==> src/rtl/bcrf_pkg.sv <==
// ----------------------------------------------------------------------------
// bcrf_pkg
// Shared constants and types of the border connected region fill core.
// ----------------------------------------------------------------------------
package bcrf_pkg;

  localparam int unsigned MAX_SIDE_DEF = 8;
  localparam int unsigned SIDE_W       = 4;
  localparam logic [SIDE_W-1:0] SIDE_RESET = 4'd4;

  typedef struct packed {
    logic empty;
  } bcrf_queue_status_t;

endpackage

==> src/rtl/border_connected_region_fill_core.sv <==
// ----------------------------------------------------------------------------
// border_connected_region_fill_core
// Loads a square open/blocked grid, flood fills from the open border cells
// and streams the grid back with enclosed open regions blocked.
// ----------------------------------------------------------------------------
// Cells of an N x N grid (N from the side register, clamped to 1..MAX_SIDE)
// arrive one per cycle in row-major order; open border cells are queued as
// they load. After the last cell the input is not ready while a sequencer
// drains the work queue: each popped cell passes ST_POP and ST_POPW, then
// each of its four neighbors passes ST_NB and, when inside the grid, ST_CHK,
// all through the one grid memory read port. Results then stream out one per
// cycle while m_axis_tready is high, N*N of them, tlast on the final cell.
// A side write restarts the grid being loaded and also aborts a fill or output.
module border_connected_region_fill_core import bcrf_pkg::*; #(
  parameter int unsigned MAX_SIDE = MAX_SIDE_DEF
) (
  input  logic              clk_i,
  input  logic              rst_ni,
  input  logic              cfg_valid_i,
  output logic              cfg_ready_o,
  input  logic [SIDE_W-1:0] cfg_data_i,      // grid_side
  input  logic              s_axis_tvalid,
  output logic              s_axis_tready,
  input  logic [7:0]        s_axis_tdata,    // [0] cell_open
  output logic              m_axis_tvalid,
  input  logic              m_axis_tready,
  output logic [7:0]        m_axis_tdata,    // [0] cell_kept_open
  output logic              m_axis_tlast     // last_cell
);

  localparam int unsigned RW    = (MAX_SIDE > 1) ? $clog2(MAX_SIDE) : 1;
  localparam int unsigned AW    = 2 * RW;
  localparam int unsigned DEPTH = 1 << AW;
  localparam int unsigned SW    = RW + 1;

  localparam logic [2:0] ST_LOAD = 3'd0;
  localparam logic [2:0] ST_POP  = 3'd1;
  localparam logic [2:0] ST_POPW = 3'd2;
  localparam logic [2:0] ST_NB   = 3'd3;
  localparam logic [2:0] ST_CHK  = 3'd4;
  localparam logic [2:0] ST_EMIT = 3'd5;

  logic [2:0]        state_q, state_d;
  logic [SIDE_W-1:0] side_q;
  logic [SW-1:0]     side;
  logic [RW-1:0]     last_rc;
  logic [RW-1:0]     row_q, row_d, col_q, col_d;
  logic [RW-1:0]     cur_r_q, cur_r_d, cur_c_q, cur_c_d;
  logic [1:0]        dir_q, dir_d;
  logic [AW-1:0]     nb_addr_q, nb_addr_d;
  logic [1:0]        grid_mem_q [DEPTH];   // [1] reached, [0] open
  logic [1:0]        grid_rd_q;
  logic              grid_wr, grid_rd;
  logic [AW-1:0]     grid_wr_addr, grid_rd_addr;
  logic [1:0]        grid_wr_data;

  logic               q_clear, q_push, q_pop;
  logic [AW-1:0]      q_push_data, q_pop_data;
  bcrf_queue_status_t q_status;

  logic in_xfer, out_xfer, cfg_xfer, cell_bit, on_border, at_last;
  logic nb_ok;
  logic [RW-1:0] nb_r, nb_c;

  always_comb begin
    if (side_q == '0)                          side = SW'(1);
    else if (side_q > SIDE_W'(MAX_SIDE))       side = SW'(MAX_SIDE);
    else                                       side = side_q[SW-1:0];
  end
  assign last_rc = RW'(side - SW'(1));

  assign cfg_ready_o   = 1'b1;
  assign cfg_xfer      = cfg_valid_i;
  assign s_axis_tready = (state_q == ST_LOAD);
  assign in_xfer       = s_axis_tvalid && s_axis_tready;
  assign m_axis_tvalid = (state_q == ST_EMIT);
  assign out_xfer      = m_axis_tvalid && m_axis_tready;
  assign cell_bit      = s_axis_tdata[0];
  assign at_last       = (row_q == last_rc) && (col_q == last_rc);
  assign on_border     = (row_q == '0) || (col_q == '0) ||
                         (row_q == last_rc) || (col_q == last_rc);

  assign m_axis_tdata = {7'd0, grid_rd_q[1]};
  assign m_axis_tlast = at_last;

  always_comb begin
    nb_r  = cur_r_q;
    nb_c  = cur_c_q;
    nb_ok = 1'b0;
    case (dir_q)
      2'd0: begin
        nb_r  = cur_r_q - 1'b1;
        nb_ok = (cur_r_q != '0);
      end
      2'd1: begin
        nb_c  = cur_c_q - 1'b1;
        nb_ok = (cur_c_q != '0);
      end
      2'd2: begin
        nb_r  = cur_r_q + 1'b1;
        nb_ok = (cur_r_q != last_rc);
      end
      default: begin
        nb_c  = cur_c_q + 1'b1;
        nb_ok = (cur_c_q != last_rc);
      end
    endcase
  end

  always_comb begin
    state_d      = state_q;
    row_d        = row_q;
    col_d        = col_q;
    cur_r_d      = cur_r_q;
    cur_c_d      = cur_c_q;
    dir_d        = dir_q;
    nb_addr_d    = nb_addr_q;
    q_clear      = 1'b0;
    q_push       = 1'b0;
    q_push_data  = {row_q, col_q};
    q_pop        = 1'b0;
    grid_wr      = 1'b0;
    grid_wr_addr = {row_q, col_q};
    grid_wr_data = {cell_bit && on_border, cell_bit};
    grid_rd      = 1'b0;
    grid_rd_addr = {nb_r, nb_c};
    unique case (state_q)
      ST_LOAD: begin
        if (in_xfer) begin
          grid_wr = 1'b1;
          if (cell_bit && on_border) q_push = 1'b1;
          if (col_q == last_rc) begin
            col_d = '0;
            row_d = row_q + 1'b1;
          end else begin
            col_d = col_q + 1'b1;
          end
          if (at_last) begin
            row_d   = '0;
            col_d   = '0;
            state_d = ST_POP;
          end
        end
      end
      ST_POP: begin
        if (q_status.empty) begin
          grid_rd      = 1'b1;
          grid_rd_addr = {row_q, col_q};
          state_d      = ST_EMIT;
        end else begin
          q_pop   = 1'b1;
          state_d = ST_POPW;
        end
      end
      ST_POPW: begin
        cur_r_d = q_pop_data[AW-1:RW];
        cur_c_d = q_pop_data[RW-1:0];
        dir_d   = 2'd0;
        state_d = ST_NB;
      end
      ST_NB: begin
        if (nb_ok) begin
          grid_rd   = 1'b1;
          nb_addr_d = {nb_r, nb_c};
          state_d   = ST_CHK;
        end else begin
          dir_d = dir_q + 1'b1;
          if (dir_q == 2'd3) state_d = ST_POP;
        end
      end
      ST_CHK: begin
        q_push_data = nb_addr_q;
        if (grid_rd_q[0] && !grid_rd_q[1]) begin
          q_push       = 1'b1;
          grid_wr      = 1'b1;
          grid_wr_addr = nb_addr_q;
          grid_wr_data = 2'b11;
        end
        dir_d   = dir_q + 1'b1;
        state_d = (dir_q == 2'd3) ? ST_POP : ST_NB;
      end
      ST_EMIT: begin
        if (out_xfer) begin
          if (col_q == last_rc) begin
            col_d = '0;
            row_d = row_q + 1'b1;
          end else begin
            col_d = col_q + 1'b1;
          end
          if (at_last) begin
            row_d   = '0;
            col_d   = '0;
            q_clear = 1'b1;
            state_d = ST_LOAD;
          end
          grid_rd      = 1'b1;
          grid_rd_addr = {row_d, col_d};
        end
      end
      default: state_d = ST_LOAD;
    endcase
    if (cfg_xfer) begin
      row_d     = '0;
      col_d     = '0;
      q_clear   = 1'b1;
      q_push    = 1'b0;
      state_d   = ST_LOAD;
    end
  end

  always_ff @(posedge clk_i or negedge rst_ni) begin
    if (!rst_ni) begin
      state_q   <= ST_LOAD;
      side_q    <= SIDE_RESET;
      row_q     <= '0;
      col_q     <= '0;
      dir_q     <= '0;
    end else begin
      state_q   <= state_d;
      row_q     <= row_d;
      col_q     <= col_d;
      dir_q     <= dir_d;
      if (cfg_xfer) side_q <= cfg_data_i;
    end
  end

  always_ff @(posedge clk_i) begin
    cur_r_q   <= cur_r_d;
    cur_c_q   <= cur_c_d;
    nb_addr_q <= nb_addr_d;
    if (grid_wr) grid_mem_q[grid_wr_addr] <= grid_wr_data;
    if (grid_rd) grid_rd_q <= grid_mem_q[grid_rd_addr];
  end

  bcrf_queue #(
    .AW (AW)
  ) u_queue (
    .clk_i       (clk_i),
    .rst_ni      (rst_ni),
    .clear_i     (q_clear),
    .push_i      (q_push),
    .push_data_i (q_push_data),
    .pop_i       (q_pop),
    .pop_data_o  (q_pop_data),
    .status_o    (q_status)
  );

endmodule

==> src/rtl/bcrf_queue.sv <==
// ----------------------------------------------------------------------------
// bcrf_queue
// Work queue of cell addresses: one write port, one registered read port,
// head and tail pointers that a single clear returns to zero.
// ----------------------------------------------------------------------------
module bcrf_queue import bcrf_pkg::*; #(
  parameter int unsigned AW = 6
) (
  input  logic               clk_i,
  input  logic               rst_ni,
  input  logic               clear_i,
  input  logic               push_i,
  input  logic [AW-1:0]      push_data_i,
  input  logic               pop_i,
  output logic [AW-1:0]      pop_data_o,
  output bcrf_queue_status_t status_o
);

  localparam int unsigned DEPTH = 1 << AW;

  logic [AW-1:0] mem_q [DEPTH];
  logic [AW:0]   head_q, head_d;
  logic [AW:0]   tail_q, tail_d;
  logic [AW-1:0] rd_q;

  always_comb begin
    head_d = head_q;
    tail_d = tail_q;
    if (clear_i) begin
      head_d = '0;
      tail_d = '0;
    end else begin
      if (push_i) tail_d = tail_q + 1'b1;
      if (pop_i)  head_d = head_q + 1'b1;
    end
  end

  always_ff @(posedge clk_i or negedge rst_ni) begin
    if (!rst_ni) begin
      head_q <= '0;
      tail_q <= '0;
    end else begin
      head_q <= head_d;
      tail_q <= tail_d;
    end
  end

  always_ff @(posedge clk_i) begin
    if (push_i) mem_q[tail_q[AW-1:0]] <= push_data_i;
    if (pop_i)  rd_q <= mem_q[head_q[AW-1:0]];
  end

  assign pop_data_o     = rd_q;
  assign status_o.empty = (head_q == tail_q);

endmodule

==> config.mk <==
export PLATFORM = sky130hd
export DESIGN_NAME = border_connected_region_fill_core
export DESIGN_NICKNAME = d
export VERILOG_FILES = /design/src/rtl/bcrf_pkg.sv /design/src/rtl/border_connected_region_fill_core.sv /design/src/rtl/bcrf_queue.sv
export SDC_FILE = /design/constraint.sdc
export NUM_CORES = 1
export LEC_CHECK = 0
export BUFFER_PORTS_ARGS = -buffer_cell sky130_fd_sc_hd__buf_2
export CORE_MARGIN = 2
export CORE_UTILIZATION = 35
export CTS_BUF_LIST = sky130_fd_sc_hd__clkbuf_4 sky130_fd_sc_hd__clkbuf_8
export CTS_CLUSTER_DIAMETER = 50
export DETAILED_ROUTE_END_ITERATION = 8
export PLACE_DENSITY_LB_ADDON = 0.08
export SLEW_MARGIN = 20
export SYNTH_ARGS = -nofsm -noshare
export SYNTH_HDL_FRONTEND = slang
export SYNTH_HIERARCHICAL = 1
export SYNTH_SLANG_ARGS = --single-unit
==> constraint.sdc <==
create_clock -name clk_i -period 6.25 [get_ports clk_i]
set_input_delay 1.875 -clock clk_i [delete_from_list [all_inputs] [get_ports clk_i]]
set_output_delay 1.875 -clock clk_i [all_outputs]
set_load 0.01 [all_outputs]
==> reports/qor.yml, run 1 <==
status: "complete, no violations"
tightest_slew_ns: 1.02
clkLatencyLatePin_ns: 0.69
rrSetupSlack_ns: 1.33
crit_path_max_fanout: 8
dieHeight_um: 267
synth_seq_cells: 561
setup_violations: 0
fillerInstances: 6420
cpLargestDelayFamily: "compound AO/OA/AOI/OAI gates"
core_mm2: 0.0685
grtUsageMet2: 0.274
initial_core_util: 0.353
drv_cap: 0
multi_input_area_mm2: 0.00690
antenna_found_initial: 1
ys_warn_count: 6
async_reset_ff_frac: 0.0517
design_area_mm2: 0.0270
crit-reg2reg-launch: "state_q[2]$_DFFE_PN0P_"
avgViaCountPerCell: 5.35
post_drt_wl_per_cell_um: 24.1
area.growth.synth_to_final_pct: 11.8
place_area_mm2: 0.0251
drt_iter0_markers: 1030
syn_avg_cell_area_um2: 15.6
die_area_mm2: 0.0712
critPathSlowestCell: "dfrtp_1"
setup_slack_ns: 1.26
end_kind: "output pin"
skew_ns: 0.0317
finalHoldViolations: 0
grt_pass1_vias: 14119
clockBufferDepth: 3
slowest_delay_ns: 0.43
clock.fmax_ghz: 0.201
synth_cell_types: 84
die_w_um: 267
synth_edf_count: 532
grt_max_degree: 98
hpwl_mm: 37.8
power_density_mw_per_mm2: 395
rsz0062_at_grt: "no"
drive_gt1_frac: 0.171
synth_area_leaders: "edfxtp_1 (66%), mux4_2 (5.9%), mux2i_1 (4.3%)"
htree_levels: 3
critical_path_class: "register to output pin"
p_total_w: 0.0107
cts-hold-fix-buffers: 0
place_congestion: 0.798
r2r-end: "u_queue/mem_q[39][2]$_DFFE_PP_"
synth_top_area_cell: "edfxtp_1"
crit_chain: "o21bai_1 > nand2_1 > ha_1 > xor2_1 > clkinv_1 > a211o_4 > nor2_1 > buf_2"
slew_violations: 0
num_vias: 13652
ys.flop_type: "edfxtp_1"
regArea_mm2: 0.0167
fin_setup_tns_ns: 0
netlist.area_leader.share: 0.661
cp.required_ns: 4.38
boundaryPins: 29
fin_nets: 1626
hold_path_end: "cur_r_q[2]$_DFFE_PP_"
hp-class: "register to register"
clk_pin_slew_worst_paths_ns: 0.06
place_ws_ns: 1.24
worstRegToRegCells: 9
final.min_clock_period_ns: 4.99
cts_resized: 0
grt_pass1_wl_mm: 92.1
setup.worst_path.start_class: "register"
port_buffers: 13
drt-total-wl_mm: 61.6
drtAntennaViolNets: 0
firstDrtPassIters: 5
clock-sinks: 561
ir_drop_v: 0.000230
overflow: 0
fin_crit_sh: 0.798
tritoncts: "yes"
grt_usage: 0.176
synth_area_mm2: 0.0242
synthCells: 1548
crit_buf_inv: 2
use_met1: 0.248
p_leak_nw: 8.52
cts_buffers: 98
arrival_ns: 3.11
cts_root_buffer: "clkbuf_8"
maxSlewHeadroom: 0.319
rows: 96
worstHoldPathCells: 0
synth-seq-area-share: 0.691
top_usage_layer: "met2"
drc: 0
hold_start: "u_queue/pop_data_o[5]$_DFFE_PP_"
met3_usage: 0.0383
cts_setup_buffers: 0
## per-stage QoR
stage / util / hold slack, ns / std cells
global route: 0.394 / 0.417 / 2553
CTS: 0.394 / 0.418 / 2552
global placement: 0.367 / 0.405 / 2378
detailed placement: 0.367 / 0.405 / 2378
finish: 0.394 / 0.413 / 2553
floorplan: - / 0.400 / 1554
## per-layer routing
metal	vias to the layer above	wire [um]
li1	6232	-
met1	7010	28300
met2	320	28600
met3	90	3300
met4	0	1320
met5	-	0
## flip-flops by register name, summed over array words and instances (netlist names)
register and flops:
col_q 3, cur_c_q 3, cur_r_q 3, dir_q 2
grid_mem_q 128, grid_rd_q 2, nb_addr_q 6, row_q 3
side_q 4, state_q 3, u_queue/head_q 7, u_queue/mem_q 384
u_queue/pop_data_o 6, u_queue/tail_q 7
## worst max-delay path by stage
stage | startpoint | end | slack [ns] | depth (start not counted)
floorplan | s_axis_tdata[0] | u_queue/mem_q[40][0]$_DFFE_PP_ | 1.78 | 6
global placement | m_axis_tready | grid_rd_q[0]$_DFFE_PP_ | 1.26 | 10
detailed placement | m_axis_tready | grid_rd_q[1]$_DFFE_PP_ | 1.24 | 10
CTS | side_q[1]$_DFFE_PN0P_ | m_axis_tlast | 1.15 | 8
global route | state_q[2]$_DFFE_PN0P_ | u_queue/mem_q[23][1]$_DFFE_PP_ | 0.92 | 9
finish | side_q[1]$_DFFE_PN0P_ | m_axis_tlast | 1.26 | 8
## kinds of logic after synthesis
group	Yosys count	synth area share
compound gates	253	0.0802
xor+xnor	26	0.0109
fa+ha+maj	13	0.00735
buf+inv	123	0.0269
flops	561	0.691
mux	173	0.107
other cells	2	0.000311
simple gates	397	0.0765
## synth_stat cells, types with 21 or more instances
library cell / instances
nand3_1: 36
mux2i_1: 103
a21oi_1: 28
buf_2: 21
a221oi_1: 43
o21ai_0: 44
dfrtp_1: 28
edfxtp_1: 532
nand2_1: 90
clkbuf_1: 45
a2111oi_0: 26
mux4_2: 63
inv_1: 21
and3_1: 38
nor2_1: 152
## cells in the final DEF (no fill, tap or decap), types with 36 or more instances in the layout
cell      netlist  routed
nand3_1        36      36
nand2_1        90      87
and3_1         38      38
mux2i_1       103     103
a221oi_1       43      43
clkbuf_8        0      98
edfxtp_1      532     532
mux4_2         63      63
o21ai_0        44      40
nor2_1        152     152
## power by group
part	internal (W)	switching, W	total, W
logic	0.000831	0.00188	0.00271
clock network	0.00179	0.00152	0.00331
registers	0.00456	0.000104	0.00466
## final cells by class
class                           instances  area share
Multi-Input combinational cell        870       0.255
Clock buffer                          117      0.0552
Clock inverter                         57      0.0153
Antenna cell                            1   0.0000927
Timing Repair Buffer                   43      0.0112
Inverter                               22     0.00306
Sequential cell                       561       0.619
Tap cell                              882      0.0409
(Power assumes the default switching activity.)
==> inputs of run 2 (changes only) <==
clock period = 4.52 ns   (was 6.25 ns; I/O delays follow)
==> run 2 against run 1 <==
Net effect:
- hold slack improved by 0.024 ns
- worst setup slack worse by 1.1 ns
- clock skew rose by 0.0042 ns
- non-clock buffer count is 62 higher
- critical endpoint unchanged
- utilization rose by 0.70 points
- design area increased by 1.8%
- combinational power grew 48%
- cell count rose by 2.6%
- count of clock-buffer cells in the layout up 9
- global-route usage up 0.44 points
- highest routed layer unchanged
==> reports/qor.yml, run 2 (same netlist as run 1, synthesis figures left out) <==
rows: 96
clock-sinks: 561
power_density_mw_per_mm2: 543
skew_ns: 0.0359
rrSetupSlack_ns: 0.22
die_area_mm2: 0.0712
grt_pass1_vias: 14399
crit-reg2reg-launch: "side_q[1]$_DFFE_PN0P_"
dieHeight_um: 267
end_kind: "output pin"
rsz0062_at_grt: "yes"
port_buffers: 13
hpwl_mm: 39.4
crit_path_max_fanout: 8
ir_drop_v: 0.000329
status: "complete, no violations"
htree_levels: 3
cts_buffers: 100
core_mm2: 0.0685
tightest_slew_ns: 1.07
p_leak_nw: 8.85
num_vias: 14017
area.growth.synth_to_final_pct: 13.7
firstDrtPassIters: 6
switching_share: 0.330
fin_crit_sh: 0.961
cts_root_buffer: "clkbuf_8"
slew_violations: 0
drt_iter0_markers: 995
hold_start: "u_queue/pop_data_o[5]$_DFFE_PP_"
arrival_ns: 2.99
clk_pin_slew_worst_paths_ns: 0.06
whs_ns: 0.438
final.min_clock_period_ns: 4.35
crit_chain: "o21bai_2 > nand2_1 > ha_1 > xor2_1 > clkinv_1 > a211o_4 > nor2_2 > buf_2"
drive_gt1_frac: 0.204
clockBufferDepth: 3
initial_core_util: 0.353
crit_start: "side_q[1]$_DFFE_PN0P_"
slowest_delay_ns: 0.42
grt_usage: 0.180
p_int_w: 0.0100
antenna_found_initial: 1
maxSlewHeadroom: 0.267
boundaryPins: 29
critical_path_class: "register to output pin"
fin_nets: 1690
design_area_mm2: 0.0275
place_congestion: 0.802
grt_max_degree: 89
drv_cap: 0
place_area_mm2: 0.0256
grt_pass1_wl_mm: 94.4
drt-total-wl_mm: 62.9
setup.worst_path.start_class: "register"
layout_commonest_cell: "edfxtp_1"
layout_common_cells: "edfxtp_1 (532), nor2_1 (149), mux2i_1 (103), clkbuf_8 (102), buf_4 (89)"
post_drt_wl_per_cell_um: 24.0
die_w_um: 267
comb_power_share: 0.268
clkLatencyLatePin_ns: 0.70
tritoncts: "yes"
critPathSlowestCell: "dfrtp_1"
cp.required_ns: 3.16
largest_register_ffs: 384
fillerInstances: 6354
power.switching_w: 0.00493
finalHoldViolations: 0
drtAntennaViolNets: 0
p_seq_frac: 0.431
power_frac_clock: 0.300
drc: 0
overflow: 0
setup_violations: 0
hp-class: "register to register"
avgViaCountPerCell: 5.35
clock.fmax_ghz: 0.230
## run 2: path summary, 6_finish.rpt
kind | endpoint | depth (start not counted)
min in group asynchronous | side_q[0]$_DFFE_PN0P_ | 1
max reg2reg | u_queue/mem_q[21][1]$_DFFE_PP_ | 13
min | cur_r_q[2]$_DFFE_PP_ | 0
max in group asynchronous | u_queue/head_q[0]$_DFFE_PN0P_ | 1
min reg2reg | cur_r_q[2]$_DFFE_PP_ | 0
max | m_axis_tlast | 8
## run 2: final cells by class
class | count | area (um^2) | share of cell area
multi-input combinational | 870 | 6920 | 0.252
timing repair buffer | 105 | 793 | 0.0289
clock buffer | 126 | 1580 | 0.0576
clock inverter | 52 | 292 | 0.0106
antenna | 1 | 2.50 | 0.0000911
sequential | 561 | 16700 | 0.608
inverter | 22 | 82.6 | 0.00300
tap | 882 | 1100 | 0.0402
## run 2: worst max-delay path, delay by kind of cell, from the launching register on
kind                       cells  cell delay [ns]
buffers and inverters          2             0.38
adders and majority gates      1             0.39
and+or+nand+nor                2             0.35
xor gates and xnor gates       1             0.18
DFF                            1             0.42
AOI/OAI and AO/OA              2             0.57
## run 2: per-layer routing
| metal | track usage | wire, um | vias up |
|---|---|---|---|
| met5 | 0 | 0 | - |
| met4 | 0.0603 | 1670 | 0 |
| met3 | 0.0335 | 3000 | 121 |
| met2 | 0.288 | 29500 | 351 |
| met1 | 0.248 | 28800 | 7190 |
| li1 | - | - | 6355 |
## run 2: stage by stage
step            util  cells  total power, W  setup slack, ns  setup TNS [ns]
2_1_floorplan      -   1554         0.00913            0.109               0
3_3_place_gp   0.374   2440          0.0105            0.163               0
3_5_place_dp   0.374   2440          0.0106            0.142               0
4_1_cts        0.401   2618          0.0152           0.0234               0
5_1_grt        0.401   2619          0.0157          -0.0433          -0.655
6_report       0.401   2619          0.0149            0.174               0
## run 2: timing repair
action	4_1_cts	5_1_grt
hold buffers	0	0
setup endpoints to repair	1	48
setup buffers	0	0
resized for setup	1	3
gates cloned	0	0
endpoints found under the hold margin	0	0
## run 2: power by group through the flow
stage	sequential, W	combinational [W]	clock, W
after global placement	0.00655	0.00400	0
after floorplan	0.00652	0.00261	0
final	0.00644	0.00401	0.00448
after detailed placement	0.00655	0.00405	0
after global routing	0.00645	0.00438	0.00485
after CTS	0.00644	0.00407	0.00464
